==> config.mk <==
export PLATFORM = sky130hd
export DESIGN_NAME = bsrm_store_regs
export DESIGN_NICKNAME = d
export VERILOG_FILES = /design/src/rtl/core/bsrm_pkg.sv /design/src/rtl/core/bsrm_store_regs.sv
export SDC_FILE = /design/constraint.sdc
export NUM_CORES = 1
export LEC_CHECK = 0
export BUFFER_PORTS_ARGS = -buffer_cell sky130_fd_sc_hd__buf_2
export CAP_MARGIN = 20
export CORE_MARGIN = 2
export CORE_UTILIZATION = 25
export CTS_CLUSTER_SIZE = 28
export DETAILED_ROUTE_END_ITERATION = 10
export PLACE_DENSITY = 0.47
export SYNTH_ARGS = -nofsm -noshare
export SYNTH_HDL_FRONTEND = slang
export SYNTH_SLANG_ARGS = --single-unit
==> constraint.sdc <==
create_clock -name clk_i -period 1.2 [get_ports clk_i]
set_input_delay 0.12 -clock clk_i [delete_from_list [all_inputs] [get_ports clk_i]]
set_output_delay 0.12 -clock clk_i [all_outputs]
set_load 0.02 [all_outputs]
==> src/rtl/core/bsrm_pkg.sv <==
`timescale 1ns / 1ps
// ----------------------------------------------------------------------------
// bsrm_pkg
// Shared types and constants for the backing store range map unit.
// ----------------------------------------------------------------------------
package bsrm_pkg;

  localparam int unsigned STORE_COUNT   = 16;
  localparam int unsigned PROCESS_COUNT = 32;

  localparam int unsigned STORE_W  = 4;   // store_number field
  localparam int unsigned PID_W    = 5;   // process_id field
  localparam int unsigned VADDR_W  = 32;
  localparam int unsigned PAGE_W   = 20;
  localparam int unsigned CNT_W    = 8;
  localparam int unsigned OFS_W    = 7;
  localparam int unsigned ADDR_W   = STORE_W + PID_W;
  localparam int unsigned MEM_DEPTH = STORE_COUNT * PROCESS_COUNT;
  localparam int unsigned PAGE_SHIFT = 12;
  localparam int unsigned MAX_MAP_PAGES = 128;

  localparam int unsigned IN_DATA_W  = 72;  // 69 payload bits, byte padded
  localparam int unsigned OUT_DATA_W = 16;  // 12 payload bits, byte padded

  typedef enum logic [1:0] {
    OP_GET_FREE = 2'd0,
    OP_FREE     = 2'd1,
    OP_MAP      = 2'd2,
    OP_LOOKUP   = 2'd3
  } opcode_e;

  typedef enum logic [2:0] {
    ST_IDLE = 3'b001,
    ST_SCAN = 3'b010,
    ST_RESP = 3'b100
  } state_e;

  // update of the per-store flop table
  typedef struct packed {
    logic               free_en;
    logic               map_en;
    logic [STORE_W-1:0] store;
    logic [PID_W-1:0]   pid;
    logic [CNT_W-1:0]   pages;
  } store_cmd_t;

  typedef struct packed {
    logic [OFS_W-1:0]   page_offset;
    logic [STORE_W-1:0] found_store;
    logic               ok;
  } result_t;

endpackage

==> src/rtl/core/bsrm_store_regs.sv <==
`timescale 1ns / 1ps
// ----------------------------------------------------------------------------
// bsrm_store_regs
// Per-store mapped flags, page counts and process valid bits, plus the
// lowest-unmapped-store search.
// ----------------------------------------------------------------------------
module bsrm_store_regs (
  input  logic                                                    clk_i,
  input  logic                                                    rst_ni,
  input  bsrm_pkg::store_cmd_t                                    cmd_i,
  output logic [bsrm_pkg::STORE_COUNT-1:0][bsrm_pkg::CNT_W-1:0]   pages_o,
  output logic [bsrm_pkg::STORE_COUNT-1:0][bsrm_pkg::PROCESS_COUNT-1:0] valid_o,
  output logic                                                    free_found_o,
  output logic [bsrm_pkg::STORE_W-1:0]                            free_idx_o
);

  logic [bsrm_pkg::STORE_COUNT-1:0]                              mapped_q;
  logic [bsrm_pkg::STORE_COUNT-1:0][bsrm_pkg::CNT_W-1:0]         pages_q;
  logic [bsrm_pkg::STORE_COUNT-1:0][bsrm_pkg::PROCESS_COUNT-1:0] valid_q;

  always_ff @(posedge clk_i or negedge rst_ni) begin
    if (!rst_ni) begin
      mapped_q <= '0;
      pages_q  <= '0;
      valid_q  <= '0;
    end else if (cmd_i.free_en) begin
      mapped_q[cmd_i.store] <= 1'b0;
      pages_q[cmd_i.store]  <= '0;
      valid_q[cmd_i.store]  <= '0;
    end else if (cmd_i.map_en) begin
      mapped_q[cmd_i.store]           <= 1'b1;
      pages_q[cmd_i.store]            <= cmd_i.pages;
      valid_q[cmd_i.store][cmd_i.pid] <= 1'b1;
    end
  end

  // lowest unmapped store; walk from the top so the lowest index wins
  always_comb begin
    free_found_o = 1'b0;
    free_idx_o   = '0;
    for (int i = bsrm_pkg::STORE_COUNT - 1; i >= 0; i--) begin
      if (!mapped_q[i]) begin
        free_found_o = 1'b1;
        free_idx_o   = bsrm_pkg::STORE_W'(i);
      end
    end
  end

  assign pages_o = pages_q;
  assign valid_o = valid_q;

endmodule

==> impl_results.md, run 1 <==
- Status: finished with violations
- Failing checks: setup timing
- Clock Latency Late Sink: between 0.6 and 0.7 ns
- DP Cell Count: between 4,000 and 5,000
- TritonCTS clock tree: done
- Initial antenna violation count: 11
- Non-filler instance count after layout: 5,076
- Grt ovf: 0
- Syn Nets: 2,363
- Aggregate global-route resource usage: 22.0%
- Antenna Nets Post-Route: 0
- Wirelength, routed: approximately 120,000 µm
- Largest net degree at the start of global routing: 44
- Hold Path Class: in -> async
- Worst VDD drop: 1.07 mV
- Mapped cell area: between 0.02 and 0.03 mm²
- Register area share after synthesis: between 60% and 70%
- Setup crit end kind: output pin
- Vias: around 24,000
- RSZ-0062 raised after global routing: true
- Setup CP Type: reg -> out
- Arr. time, crit path: between 1.5 and 2 ns
- Utilization after layout: roughly 43%
- Synth top area share: between 60% and 70%
- Worst Tran Pin Value: 0.632 ns
- WL per Instance: 23.5 µm
- Iteration-0 DRC Markers: 1,370
- Critical path fanouts, max: 4
- Worst-path cell chain: nand2_1 -> a31oi_2 -> o21ai_1 -> and4_4 -> buf_6
- Core Region: ~0.1 mm²
- DP HPWL: between 80,000 and 90,000 µm
- ANT cells: 0
- Max stage delay cell, worst path: dfrtp_1
- Hold slack: approximately 0.11 ns
- Starting density of the core: roughly a quarter
- Fin crit share: 158%
- Power Total: 60.0 mW
- Die width: roughly 330 µm
- Synth warnings: 0
- H-tree Lvls: 3
- Gp weighted congestion: approximately 0.78
- Std-Cell Rows: 117
- Rel. slew slack: between 50% and 60%
- Worst-path clk slew: 0.06 ns
- Delay-heaviest family, CP: flip-flops
- Unique masters post-synth: 40
- Final setup viols: around 650
- Die Ht: between 300 and 400 µm
- Slew Viols, Final: 0
- DRC viols: 0
- Final worst path period need: 1.90 ns
- Setup TNS: -59.08 ns
- Nets: approximately 3,700
- First-pass GRT wire length: 173,000 µm
- Syn avg cell area: approximately 11 µm²
- Clock sink total: 656
- Setup Skew: 0 ns
- CP bufs+invs: 1
- Fin worst setup slack: -0.701 ns
- DIE AREA: roughly 0.11 mm²
- Seq cells post-synth: roughly 660
- Pre-CTS WS: -0.499 ns
- Area Growth Syn to Fin: 72.0%
- DR pass1 iterations: 5
- Gate Count Post-Synth: about 2,300
- LEAKAGE: approximately 22 nW
- Post-route cell area: between 0.04 and 0.05 mm²
- Worst Path Required: between 1 and 1.5 ns
- Final hold violation count: 0
- Largest stage delay, worst path: approximately 0.41 ns
- Placed cell areas: about 0.034 mm²
- Post-synth EDFFs: 0
- Clock Tree Root: clkbuf_16
- FILL cells: ~9,600
- PortBufs: 665
- Top cells by area, synth: dfrtp_1 64%, a22o_1 8.7%, a21oi_1 7.8%
- Max-Cap Viols: 0
- Crit start category: register
- Yosys top cell by area: dfrtp_1
- PwrDens: around 1400 mW/mm²
- I/O pin total: approximately 670
- Fmax: between 500 and 600 MHz
- Layout cells sized above 1: between 40% and 50%
- Clock Path Buffers: 3
- Vias in the first global route: roughly 24,000
- Ys async rst share: between 90% and 100%
- Vias per cell: between 4 and 5
- Ys flop type: dfrtp_1
- CTS buffer count: 76
sequential cells by signal, summed over array words and instances (netlist names), named ones only:
signal,cells
pages_o,128
valid_o,512
report_power, final:
| group | total [mW] | switching (mW) | internal [mW] |
|---|---|---|---|
| registers | 24.7 | 1.19 | 23.5 |
| clock network | 24.2 | 9.83 | 14.4 |
| logic | 11.2 | 5.64 | 5.53 |
| total | 60.0 | 16.7 | 43.4 |
worst paths after layout:
kind / from / end / slack, ns / cells past startpoint
worst max register to register: pages_o[47]$_DFFE_PN0P_ / pages_o[47]$_DFFE_PN0P_ / 0.05 / 5
worst min register to register: valid_o[431]$_DFFE_PN0P_ / valid_o[431]$_DFFE_PN0P_ / 0.52 / 2
worst max-delay path: register / free_idx_o[1] / -0.70 / 5
max in group asynchronous: rst_ni / async pin / 0 / 3
worst min-delay path: rst_ni / pages_o[5]$_DFFE_PN0P_ / 0.11 / 3
min in group clk_i: cmd_i[6] / pages_o[14]$_DFFE_PN0P_ / 0.11 / 5
worst reg2reg max path, cell delays in order (launching register included):
cell and delay, ns:
dfrtp_1 0.39, buf_4 0.14, buf_4 0.13, nor2b_1 0.12, a21oi_1 0.12, o21ai_0 0.11
layer usage:
layer	global-route usage [%]	vias to the layer above	wire length (µm)
li1	-	10723	-
met1	28.5	11973	51000
met2	36.1	848	56700
met3	6.10	174	8750
met4	5.91	18	2960
met5	0	-	106
cell type report:
cell class,instances,area [µm²],area share [%]
Inverter,4,15.0,0.0339
Clock buffer,104,2190,4.94
Multi-Input combinational cell,1486,8730,19.7
Tap cell,1368,1710,3.86
Clock inverter,32,399,0.901
Timing Repair Buffer,1426,14900,33.5
Sequential cell,656,16400,37.1
layout by cell type (no fill, tap or decap), types with 77 or more instances in the layout:
master | Yosys | routed
a22o_1 | 256 | 256
a21oi_1 | 401 | 400
buf_12 | 0 | 139
nor2_1 | 295 | 275
clkbuf_16 | 0 | 77
dfrtp_1 | 656 | 650
o21ai_0 | 125 | 120
nand2_1 | 153 | 142
buf_6 | 2 | 651
nor2b_1 | 132 | 132
buf_4 | 18 | 616
kinds of logic (layout without fill, tap and decap cells):
family          Yosys count  in the layout  share of synthesized area (%)
buf+inv                 200           1566                           3.68
compound gates          795            795                           19.2
flops                   656            656                           63.7
simple gates            691            691                           13.4
what timing repair did:
action / in CTS / in global routing
resized for setup: 1310 / 6
hold endpoints to repair: 656 / 12
pin swaps: 13 / 3
endpoints found under the setup margin: 645 / 657
hold buffers: 2 / 1
buffers inserted: 313 / 144
cells in the mapped netlist (all sizes together), types with 4 or more instances:
library cell	count
inv	4
or3b	4
nand3	10
buf	113
nand2b	5
and3	8
a21oi	401
nor2b	132
nand4	4
and2	16
nor3	16
nor2	327
a22o	256
o21ai	133
dfrtp	656
nand2	161
clkbuf	83
Power figures use the tool's default switching activity.
==> inputs of run 2 (changes only) <==
ABC_AREA = 1   (was default)
==> run 2 against run 1 <==
Against the previous run: the flow still finishes with violations (setup timing); utilization is 1.7 points lower; clock power is 2% lower; setup slack worse by 0.28 ns; cell area is 4.1% lower; via count is 1.6% lower; critical endpoint is now free_idx_o[0]; worst hold slack better by 0.0012 ns.
==> impl_results.md, run 2 <==
- Delay-heaviest family, CP: simple AND/OR/NAND/NOR gates (was flip-flops)
- Crit path top cell by count: nand2_1
- Register area share after synthesis: 63.8% (was 63.7%)
- Clock sink total: 656 (unchanged)
- Synth top cells by count: 656 x dfrtp_1, 564 x nand2_1, 520 x a21oi_1 (was 656 x dfrtp_1, 401 x a21oi_1, 295 x nor2_1)
- DR pass1 iterations: 5 (unchanged)
- Mapped cell area: 0.0257 mm² (was 0.0258 mm²)
- Starting density of the core: 25.3% (was 25.2%)
- Die width: 325 µm (about the same)
- Met2 Usage GRT: 34.1% (was 36.1%)
- Max stage delay cell, worst path: dfrtp_1 (unchanged)
- DRC viols: 0 (unchanged)
- Worst VDD drop: 1.10 mV (was 1.07 mV)
- Met1 Use GR: 27.4% (was 28.5%)
- Non-filler instance count after layout: 5,346 (was 5,076)
- Vias per cell: 4.37 (was 4.68)
- Nets: 3,936 (was 3,671)
- Antenna Nets Post-Route: 0 (unchanged)
- CTS buffer count: 78 (was 76)
- Setup crit end kind: output pin (unchanged)
- Pre-CTS WS: -0.619 ns (was -0.499 ns)
- Fin worst setup slack: -0.977 ns (was -0.701 ns)
- Slew Viols, Final: 0 (unchanged)
- Grt ovf: 0 (unchanged)
- Vias in the first global route: 23,293 (was 24,077)
- Power Total: 73.5 mW (was 60.0 mW)
- Worst Tran Pin Value: 0.544 ns (was 0.632 ns)
- GR Util met3: 5.27% (was 6.10%)
- Syn Nets: 2,780 (was 2,363)
- Sequential fraction of design power: 38.8% (was 41.1%)
- TritonCTS clock tree: done (unchanged)
- Synth warnings: 0 (unchanged)
- RSZ-0062 raised after global routing: true (unchanged)
- Max-Cap Viols: 0 (unchanged)
- Aggregate global-route resource usage: 21.0% (was 22.0%)
- Final worst path period need: 2.18 ns (was 1.90 ns)
- WL per Instance: 21.4 µm (was 23.5 µm)
- Final setup viols: 646 (was 647)
- Failing checks: setup timing (unchanged)
- Core Region: 0.102 mm² (about the same)
- Gate Count Post-Synth: 2,759 (was 2,342)
- DP HPWL: 78,700 µm (was 82,100 µm)
- Largest net degree at the start of global routing: 73 (was 44)
- Rel. slew slack: 63.6% (was 57.8%)
- Most common cell after layout, fill and taps aside: dfrtp_1 (was buf_6)
- Max reg flops: 512 (unchanged)
- DP Cell Count: 4,892 (was 4,481)
- Synth top area share: 63.8% (was 63.7%)
- Clock Path Buffers: 3 (unchanged)
- Largest stage delay, worst path: 0.38 ns (was 0.41 ns)
- Final hold violation count: 0 (unchanged)
- Gp weighted congestion: 0.803 (was 0.779)
- LEAKAGE: 20.5 nW (was 22.0 nW)
- First-pass GRT wire length: 165,000 µm (was 173,000 µm)
- Clock network power share: 32.4% (was 40.3%)
- Syn avg cell area: 9.33 µm² (was 11.0 µm²)
- Vias: 23,364 (was 23,736)
- Layout cells sized above 1: 35.9% (was 45.1%)
- DIE AREA: 0.106 mm² (about the same)
- Seq cells post-synth: 656 (unchanged)
- Crit start category: register (unchanged)
- Switching Fraction: 31.3% (was 27.7%)
- CP bufs+invs: 2 (was 1)
- Clock Tree Root: clkbuf_16 (unchanged)
- Die Ht: 325 µm (about the same)
- I/O pin total: 666 (unchanged)
- H-tree Lvls: 3 (unchanged)
- Status: finished with violations (unchanged)
- FILL cells: 9,918 (was 9,623)
- Arr. time, crit path: 2.06 ns (was 1.78 ns)
- Clock Latency Late Sink: 0.63 ns (about the same)
- Iteration-0 DRC Markers: 1,527 (was 1,370)
- Global route hottest layer: met2 (unchanged)
- Initial antenna violation count: 12 (was 11)
- Post-synth EDFFs: 0 (unchanged)
- Most instantiated library cell after synthesis: dfrtp_1 (unchanged)
- PortBufs: 665 (unchanged)
- Psw: 23.0 mW (was 16.7 mW)
- Yosys top cell by area: dfrtp_1 (unchanged)
- Most frequent cells in the layout: 654 x dfrtp_1, 645 x buf_6, 562 x nand2_1 (was 651 x buf_6, 650 x dfrtp_1, 616 x buf_4)
- Std-Cell Rows: 117 (unchanged)
- Top cells by area, synth: dfrtp_1 64%, a21oi_1 10%, nand2_1 8.2% (was dfrtp_1 64%, a22o_1 8.7%, a21oi_1 7.8%)
- Comb pwr share: 28.8% (was 18.6%)
- Setup Skew: 0 ns (unchanged)
- PwrDens: 1730 mW/mm² (was 1350 mW/mm²)
- Critical path fanouts, max: 2 (was 4)
- Worst-path clk slew: 0.06 ns (about the same)
- Fin crit share: 181% (was 158%)
- Setup CP Type: reg -> out (unchanged)
- Hold Path Class: in -> reg (was in -> async)
- Fmax: 459 MHz (was 526 MHz)
- Worst Path Required: 1.08 ns (about the same)
- Hold slack: 0.113 ns (was 0.112 ns)
- Ys async rst share: 100% (unchanged)
- Ys flop type: dfrtp_1 (unchanged)
- Internal power: 50.5 mW (was 43.4 mW)
- Wirelength, routed: 114,000 µm (was 120,000 µm)
- Worst-path cell chain: inv_2 -> nand2_1 -> nand2_1 -> nand2_1 -> nand2_1 -> nand2_1 -> nand2_1 -> nand2_1 -> nand2_1 -> nand2_1 -> nand2_1 -> nand2_1 -> nand2_1 -> nand2_2 -> a21oi_4 -> buf_6 (was nand2_1 -> a31oi_2 -> o21ai_1 -> and4_4 -> buf_6)
- Area Growth Syn to Fin: 65.2% (was 72.0%)
- Unique masters post-synth: 23 (was 40)
==> run 2: cell count changes after synthesis, moves of 40 or more <==
cell / delta
a21oi_1: +119
inv_1: +450
nor2_1: -145
nor2b_1: -132
buf_2: -40
a22o_1: -256
nand2_1: +411
==> run 2: layer usage <==
layer | vias to the layer above | wire [µm]
li1 | 10889 | -
met1 | 11532 | 48700
met2 | 779 | 54500
met3 | 158 | 8100
met4 | 6 | 2980
met5 | - | 34
==> run 2: final cells by class <==
class | count | area, µm² | area share (%)
Antenna cell | 6 | 15.0 | 0.0353
Clock buffer | 117 | 2240 | 5.27
Clock inverter | 20 | 269 | 0.633
Inverter | 466 | 1750 | 4.12
Multi-Input combinational cell | 1479 | 7070 | 16.6
Sequential cell | 656 | 16400 | 38.6
Tap cell | 1368 | 1710 | 4.03
Timing Repair Buffer | 1234 | 13100 | 30.7
==> run 2: path summary, 6_finish.rpt <==
path                            depth (start not counted)               startpoint                        to  slack, ns
worst max-delay path                                   16                 register             free_idx_o[0]      -0.98
worst min-delay path                                    5                 cmd_i[8]  valid_o[380]$_DFFE_PN0P_       0.11
worst max register to register                          4   pages_o[0]$_DFFE_PN0P_    pages_o[0]$_DFFE_PN0P_       0.25
worst min register to register                          2  pages_o[59]$_DFFE_PN0P_   pages_o[59]$_DFFE_PN0P_       0.51
max in group asynchronous                               3                   rst_ni  valid_o[287]$_DFFE_PN0P_          0
min in group asynchronous                               3                   rst_ni  valid_o[301]$_DFFE_PN0P_       0.23
==> run 2: metrics by stage <==
| step | setup TNS, ns | util (%) | instance area [µm²] |
|---|---|---|---|
| floorplan | -0.216 | - | 25900 |
| global placement | -173.12 | 32.9 | 33500 |
| detailed placement | -183.43 | 32.9 | 33500 |
| CTS | -95.97 | 40.6 | 41300 |
| global route | -93.10 | 41.7 | 42500 |
| finish | -57.27 | 41.7 | 42500 |
==> run 2: what timing repair did <==
| action | CTS | global route |
|---|---|---|
| resized for setup | 1296 | 4 |
| hold buffers | 12 | 2 |
| hold endpoints to repair | 789 | 3 |
| setup endpoints to repair | 645 | 676 |
| pin swaps | 3 | 6 |
| buffers inserted | 154 | 145 |
==> run 2: worst reg2reg max path, delay by kind of cell (launching register included) <==
kind	cells	cell delay, ns
DFF	1	0.40
buffers and inverters	2	0.26
AOI/OAI and AO/OA	2	0.17
==> run 2: logic make-up after synthesis <==
kind of cell           Yosys count  synth area share, %
AND/OR/NAND/NOR                781                 12.7
AO/OA/AOI/OAI                  698                 13.6
buffers and inverters          624                 9.93
flip-flops                     656                 63.8
==> run 2: power by group through the flow <==
stage,Combinational [mW],Clock [mW],Sequential (mW)
global route,22.4,25.3,28.9
detailed placement,14.8,0,28.1
global placement,14.7,0,28.0
CTS,20.1,24.4,28.5
finish,21.1,23.8,28.5
floorplan,3.58,0,32.1
